File: config.mk
export PLATFORM = sky130hd
export DESIGN_NAME = imhq_ctrl
export DESIGN_NICKNAME = d
export VERILOG_FILES = /design/src/hdl/imhq_pkg.sv /design/src/hdl/imhq_ctrl.sv
export SDC_FILE = /design/constraint.sdc
export NUM_CORES = 1
export LEC_CHECK = 0
export ABC_AREA = 0
export CORE_AREA = 8 8 45 47
export CTS_BUF_LIST = sky130_fd_sc_hd__clkbuf_2 sky130_fd_sc_hd__clkbuf_4 sky130_fd_sc_hd__clkbuf_8
export CTS_CLUSTER_SIZE = 40
export DETAILED_ROUTE_END_ITERATION = 10
export DIE_AREA = 0 0 53 55
export DONT_BUFFER_PORTS = 1
export PLACE_DENSITY_LB_ADDON = 0.2
export SYNTH_ARGS = -nofsm -noshare
export SYNTH_HDL_FRONTEND = slang
export SYNTH_SLANG_ARGS = --single-unit
File: constraint.sdc
create_clock -name clk_i -period 1.35 [get_ports clk_i]
set_input_delay 0.27 -clock clk_i [delete_from_list [all_inputs] [get_ports clk_i]]
set_output_delay 0.27 -clock clk_i [all_outputs]
set_load 0.02 [all_outputs]
File: src/hdl/imhq_pkg.sv
// Shared types and constants for the indexed min-heap queue.
package imhq_pkg;

  localparam int NumHandles = 4096;
  localparam int HeapDepth  = 1024;
  localparam int KeyBits    = 32;
  localparam int HandleW    = $clog2(NumHandles);
  localparam int SlotW      = $clog2(HeapDepth);
  localparam int CountW     = SlotW + 1;

  typedef enum logic {
    OP_OFFER = 1'b0,
    OP_POP   = 1'b1
  } op_e;

  typedef enum logic [1:0] {
    HS_UNVISITED = 2'd0,
    HS_IN_HEAP   = 2'd1,
    HS_DONE      = 2'd2
  } hstat_e;

  typedef enum logic [2:0] {
    ST_INSERTED = 3'd0,
    ST_UPDATED  = 3'd1,
    ST_IGNORED  = 3'd2,
    ST_FULL     = 3'd3,
    ST_POPPED   = 3'd4,
    ST_EMPTY    = 3'd5
  } status_e;

  typedef enum logic [3:0] {
    S_CLEAR,
    S_IDLE,
    S_LOOKUP,
    S_DECIDE,
    S_UP_RD,
    S_UP_CMP,
    S_POP_RD,
    S_POP_MOVE,
    S_DN_RDL,
    S_DN_RDR,
    S_DN_CMP,
    S_DONE
  } state_e;

  // Controller to datapath.
  typedef struct packed {
    logic clr_step;
    logic capture;
    logic map_rd;
    logic ins_write;
    logic upd_write;
    logic up_swap;
    logic pop_rd;
    logic pop_move;
    logic dn_rdl;
    logic dn_rdr;
    logic dn_swap;
    logic place;
    status_e status;
    logic emit;
  } ctrl_t;

  // Datapath to controller.
  typedef struct packed {
    logic   clr_done;
    op_e    op;
    hstat_e hstat;
    logic   slot_ok;
    logic   full;
    logic   empty;
    logic   up_more;
    logic   up_less;
    logic   dn_has_l;
    logic   dn_less;
  } stat_t;

endpackage

File: src/hdl/imhq_ctrl.sv
// Sequencer for offer, pop and the sift loops.
module imhq_ctrl (
  input  logic            clk_i,
  input  logic            rst_ni,
  input  logic            start_i,
  input  imhq_pkg::stat_t stat_i,
  output imhq_pkg::ctrl_t ctrl_o,
  output logic            busy_o
);
  imhq_pkg::state_e state_q, state_d;

  always_ff @(posedge clk_i or negedge rst_ni) begin
    if (!rst_ni) state_q <= imhq_pkg::S_CLEAR;
    else state_q <= state_d;
  end

  always_comb begin
    state_d = state_q;
    case (state_q)
      imhq_pkg::S_CLEAR:   if (stat_i.clr_done) state_d = imhq_pkg::S_IDLE;
      imhq_pkg::S_IDLE:    if (start_i) state_d = imhq_pkg::S_LOOKUP;
      imhq_pkg::S_LOOKUP:  state_d = imhq_pkg::S_DECIDE;
      imhq_pkg::S_DECIDE: begin
        if (stat_i.op == imhq_pkg::OP_POP) begin
          state_d = stat_i.empty ? imhq_pkg::S_DONE : imhq_pkg::S_POP_RD;
        end else if (stat_i.hstat == imhq_pkg::HS_IN_HEAP) begin
          state_d = stat_i.slot_ok ? imhq_pkg::S_UP_RD : imhq_pkg::S_DONE;
        end else if (stat_i.hstat == imhq_pkg::HS_UNVISITED && !stat_i.full) begin
          state_d = imhq_pkg::S_UP_RD;
        end else begin
          state_d = imhq_pkg::S_DONE;
        end
      end
      imhq_pkg::S_UP_RD:   state_d = stat_i.up_more ? imhq_pkg::S_UP_CMP : imhq_pkg::S_DONE;
      imhq_pkg::S_UP_CMP:  state_d = stat_i.up_less ? imhq_pkg::S_UP_RD : imhq_pkg::S_DONE;
      imhq_pkg::S_POP_RD:  state_d = imhq_pkg::S_POP_MOVE;
      imhq_pkg::S_POP_MOVE: state_d = imhq_pkg::S_DN_RDL;
      imhq_pkg::S_DN_RDL:  state_d = stat_i.dn_has_l ? imhq_pkg::S_DN_RDR : imhq_pkg::S_DONE;
      imhq_pkg::S_DN_RDR:  state_d = imhq_pkg::S_DN_CMP;
      imhq_pkg::S_DN_CMP:  state_d = stat_i.dn_less ? imhq_pkg::S_DN_RDL : imhq_pkg::S_DONE;
      imhq_pkg::S_DONE:    state_d = imhq_pkg::S_IDLE;
      default:             state_d = imhq_pkg::S_IDLE;
    endcase
  end

  // Result kind and whether the moving entry gets written back, latched at decision.
  imhq_pkg::status_e res_q, res_d;
  logic place_q, place_d;
  always_ff @(posedge clk_i or negedge rst_ni) begin
    if (!rst_ni) begin
      res_q   <= imhq_pkg::ST_IGNORED;
      place_q <= 1'b0;
    end else if (state_q == imhq_pkg::S_DECIDE) begin
      res_q   <= res_d;
      place_q <= place_d;
    end
  end

  always_comb begin
    res_d   = imhq_pkg::ST_IGNORED;
    place_d = 1'b0;
    if (stat_i.op == imhq_pkg::OP_POP) begin
      res_d   = stat_i.empty ? imhq_pkg::ST_EMPTY : imhq_pkg::ST_POPPED;
      place_d = !stat_i.empty;
    end else if (stat_i.hstat == imhq_pkg::HS_IN_HEAP) begin
      res_d   = imhq_pkg::ST_UPDATED;
      place_d = stat_i.slot_ok;
    end else if (stat_i.hstat == imhq_pkg::HS_UNVISITED) begin
      res_d   = stat_i.full ? imhq_pkg::ST_FULL : imhq_pkg::ST_INSERTED;
      place_d = !stat_i.full;
    end
  end

  always_comb begin
    ctrl_o = '0;
    ctrl_o.status   = res_q;
    ctrl_o.clr_step = (state_q == imhq_pkg::S_CLEAR) && !stat_i.clr_done;
    ctrl_o.capture  = (state_q == imhq_pkg::S_IDLE) && start_i;
    ctrl_o.map_rd   = (state_q == imhq_pkg::S_LOOKUP);
    if (state_q == imhq_pkg::S_DECIDE && stat_i.op == imhq_pkg::OP_OFFER) begin
      ctrl_o.ins_write = (stat_i.hstat == imhq_pkg::HS_UNVISITED) && !stat_i.full;
      ctrl_o.upd_write = (stat_i.hstat == imhq_pkg::HS_IN_HEAP) && stat_i.slot_ok;
    end
    ctrl_o.up_swap  = (state_q == imhq_pkg::S_UP_CMP) && stat_i.up_less;
    ctrl_o.pop_rd   = (state_q == imhq_pkg::S_POP_RD);
    ctrl_o.pop_move = (state_q == imhq_pkg::S_POP_MOVE);
    ctrl_o.dn_rdl   = (state_q == imhq_pkg::S_DN_RDL);
    ctrl_o.dn_rdr   = (state_q == imhq_pkg::S_DN_RDR);
    ctrl_o.dn_swap  = (state_q == imhq_pkg::S_DN_CMP) && stat_i.dn_less;
    ctrl_o.place    = (state_q == imhq_pkg::S_DONE) && place_q;
    ctrl_o.emit     = (state_q == imhq_pkg::S_DONE);
  end

  assign busy_o = (state_q != imhq_pkg::S_IDLE);
endmodule

# Word level (Yosys, flattened, before mapping)
# Index checks and enable logic that the tools add are counted.
# word_totals
register_bits	8
in_bits	14
out_inout_bits	17
wordCells	54
# classes
eq_ne	15
n_mux	21
bitwise_logic	1
reduce_logical	14
# op_table
cell	n
case mux 4 bit (11 select lines)	1
2-to-1 mux 4 bit	9
equality test 4 x 3 -> 1 bit, second input constant	4
equality test 4 bit, second input constant	4
2-to-1 mux 2 bit	6
equality test 4 x 2 -> 1 bit, second input constant	2
logical AND 1 bit	8
equality test 4 x 1 -> 1 bit, second input constant	1
zero test 4 bit	1
2-to-1 mux 1 bit	4
!= test 2 bit, second input constant	2
!= test 4 x 1 -> 1 bit, second input constant	1
zero test 1 bit	3
2-to-1 mux 3 bit	1
equality test 2 x 1 -> 1 bit, second input constant	1
zero test 2 bit	1
AND reduction 2 bit	1
inverter 1 bit	1

# Depth between registers and ports, before layout
# logic_depth
word_depth	6
ltp_mapped	5
mapped_depth_nobuf	4

# Worst setup path after synthesis
# Ideal clock, no wire load.
# synth_timing
path_type	reg2out
start	register state_q[2]
end	output port ctrl_o[11] in the netlist's numbering
arrival_ns	1.489
required_time_ns	1.080
slack_ns	-0.409
path_stages_with_launch	4
n_path_buf	1
path_cell_list	dfrtp_1 > nand4bb_1 > buf_2 > nor4_1
# synth_rtl
item	line_no	rtl
start: declaration	imhq_ctrl.sv:10	imhq_pkg::state_e state_q, state_d;
start signal: assignment	imhq_ctrl.sv:13	if (!rst_ni) state_q <= imhq_pkg::S_CLEAR;
start signal: assignment	imhq_ctrl.sv:14	else state_q <= state_d;
end: declaration	imhq_ctrl.sv:7	output imhq_pkg::ctrl_t ctrl_o,

==> key figures <==
STA
  – Max Slew Vio Count: 0
  – Setup Viol. Count Final: 21
  – Fmax: 572 MHz
  – Final Cycle Share: 1.30
  – Max-Slew Margin vs Limit: 0.639
  – Setup ws final: -399 ps
  – Slew @ Worst Pin: roughly 540 ps
  – Hold WS: 160 ps
  – Clock Skews: around 22 ps
  – Unrepaired setup endpoints after global routing: true
  – Fin. Hold Viols: 0
  – Tmin final: roughly 1700 ps
  – Fin Setup TNS: -5140 ps

Die
  – Die Area: 0.00292 mm²
  – Initial Utilization: 0.491
  – Core Region: 0.00138 mm²
  – I/O pins: 31
  – Die Y: 55 µm
  – Die width: 53 µm
  – Number of placement rows: 14

Detailed routing
  – Wire length after detailed routing: 3750 µm
  – 1st-iter DRT viols: between 40 and 50
  – Drt pass-1 iters: 4
  – WL/cell: 26.4 µm
  – ANT nets after route: 0
  – Vias/cell: 6.56
  – Vias post-DR: 932
  – Drt drc: 0

CTS
  – Worst-path clk slew: 70 ps
  – Sink Count: 8
  – Clock latency on the worst-skew pair: 280 ps
  – TritonCTS Buffers: 3
  – Root Buffer: clkbuf_4
  – TritonCTS clock tree: built
  – Clock buffer depth: 2
  – Htree depth: 1

Pwr
  – PwrDens: 2500 mW/mm²
  – LEAKAGE: 0.596 nW
  – Max rail drop VDD: 1890 µV

Logic synthesis
  – Synth unique cells: 35
  – Post-synth EDFFs: 0
  – Asr flop ratio synth: 1.00
  – Ys flop type: dfrtp_1
  – Register area share after synthesis: 0.297
  – Cells after Synth: 81
  – Flops & latches, synth: 8
  – Ys Warns: 0
  – Synth Net Count: 95
  – Synthesized area: 679 µm²
  – Syn avg cell area: about 8.4 µm²

Worst setup path
  – CP max FO: 5
  – Worst Setup Path Type: reg2out
  – Startpoint types: flip-flop
  – Worst EP required: between 1000 and 1500 ps
  – Critical path endpoint category: output port
  – Crit path arrival time: 1480 ps

Global route
  – Initial antenna violation count: 0
  – First-pass GRT wire length: ~3200 µm
  – Largest net degree at the start of global routing: 9
  – Number of global-route vias before repair: 717
  – GRT Total Usage: 0.145
  – Congestion Overflow GR: 0

Final layout
  – Number of fill cells: 23
  – Post-route insts no fill: between 100 and 150
  – Share of layout cells above drive strength 1: 0.683
  – Net count, final: 141
  – Antenna cells: 0
  – Core Util, Final: 0.970
  – Area growth syn-to-layout: 97.6%

Outcome
  – Status: finished, violations left
  – Failing checks: negative setup slack

Placed design
  – PortBufs: 0
  – Post-DP HPWL: 1590 µm
  – Final Wtd Congestion: about 0.76
  – Cells after DPL: 119
  – Pre-CTS setup slack: -117 ps

Hold path
  – Min-Delay Path Class: in2reg

Run
  – Max_cap viols: 0
==> sequential cells by signal (all words and copies together) (netlist names) <==
signal and flops:
place_q 1, res_q 3, state_q 4
==> kinds of logic (layout without fill, tap and decap cells) <==
group | count (synthesis) | in the layout | synth area share
compound gates | 24 | 24 | 0.273
buf+inv | 7 | 52 | 0.0516
flops | 8 | 8 | 0.297
mux | 1 | 1 | 0.0221
simple gates | 41 | 41 | 0.357
==> layer usage <==
layer	track usage	up-vias	wire, µm
met5	0	-	0
met3	0.0294	18	363
li1	-	384	-
met2	0.285	68	1880
met4	0.0388	0	202
met1	0.152	462	1310
==> cell usage after synthesis (2+ instances only) <==
cell type,instances,area (µm²)
o21ai_0,3,15.0
buf_2,4,20.0
nor2b_1,4,25.0
and3_1,2,12.5
nor3_1,3,15.0
a21o_1,3,22.5
o21ai_1,3,15.0
nor2_1,11,41.3
nand2b_1,5,31.3
nand2_1,7,26.3
a31oi_1,2,12.5
inv_1,2,7.51
dfrtp_1,7,175
a21oi_1,3,15.0
nor4b_2,2,30.0
==> report_power, final <==
group | leakage, nW | switching [mW] | internal [mW] | total (mW)
clock | 0.0184 | 0.106 | 0.134 | 0.240
combinational | 0.482 | 1.25 | 1.31 | 2.56
sequential | 0.0952 | 0.181 | 0.366 | 0.547
total | 0.596 | 1.54 | 1.81 | 3.35
==> critical path, cell delays in order (launching register included) <==
cell	delay (ps)
dfrtp_1	410
buf_6	150
buf_6	130
nand3b_1	190
nor2_1	160
buf_4	170
==> layout make-up <==
class / instances / area [µm²] / share of cell area
multi-input combinational: 66 / 651 / 0.485
timing repair buffer: 46 / 430 / 0.321
sequential: 8 / 204 / 0.152
clock buffer: 4 / 30.0 / 0.0224
tap: 16 / 20.0 / 0.0149
inverter: 2 / 7.51 / 0.00559
==> what timing repair did <==
| action | 4_1_cts | 5_1_grt |
|---|---|---|
| hold buffers | 1 | 0 |
| endpoints found under the hold margin | 8 | 0 |
| resized for setup | 26 | 36 |
| buffers inserted | 8 | 12 |
| pin swaps | 8 | 13 |
| setup endpoints to repair | 17 | 21 |
==> layout by cell type, fill, tap and decap left out, drive strengths merged, types with 2 or more instances in the layout <==
master / instances
buf: 45
inv: 2
nor2b: 4
nor3: 3
and3: 2
nand2: 7
o21ai: 6
nor2: 11
nand2b: 7
a21o: 3
a21oi: 3
clkbuf: 4
dfrtp: 7
nor4b: 2
a211oi: 2
a31oi: 2
==> worst paths after layout <==
check / endpoint / cells past startpoint / start / slack (ps)
setup / recovery: ctrl_o[10] / 5 / state_q[3] / -400
hold / removal: res_q[2] / 1 / stat_i[9] / 160
setup reg to reg: state_q[1] / 7 / state_q[3] / -390
hold reg to reg: place_q / 2 / place_q / 570
max in group asynchronous: res_q[1] / 1 / rst_ni / 690
min in group asynchronous: state_q[3] / 1 / rst_ni / 330
==> stage by stage <==
step | instance area [µm²] | total power, mW
floorplan | 726 | 1.41
global placement | 921 | 1.90
detailed placement | 921 | 1.93
CTS | 1130 | 2.57
global route | 1340 | 3.46
finish | 1340 | 3.35
Note: power is estimated with default switching activity, not from simulation.
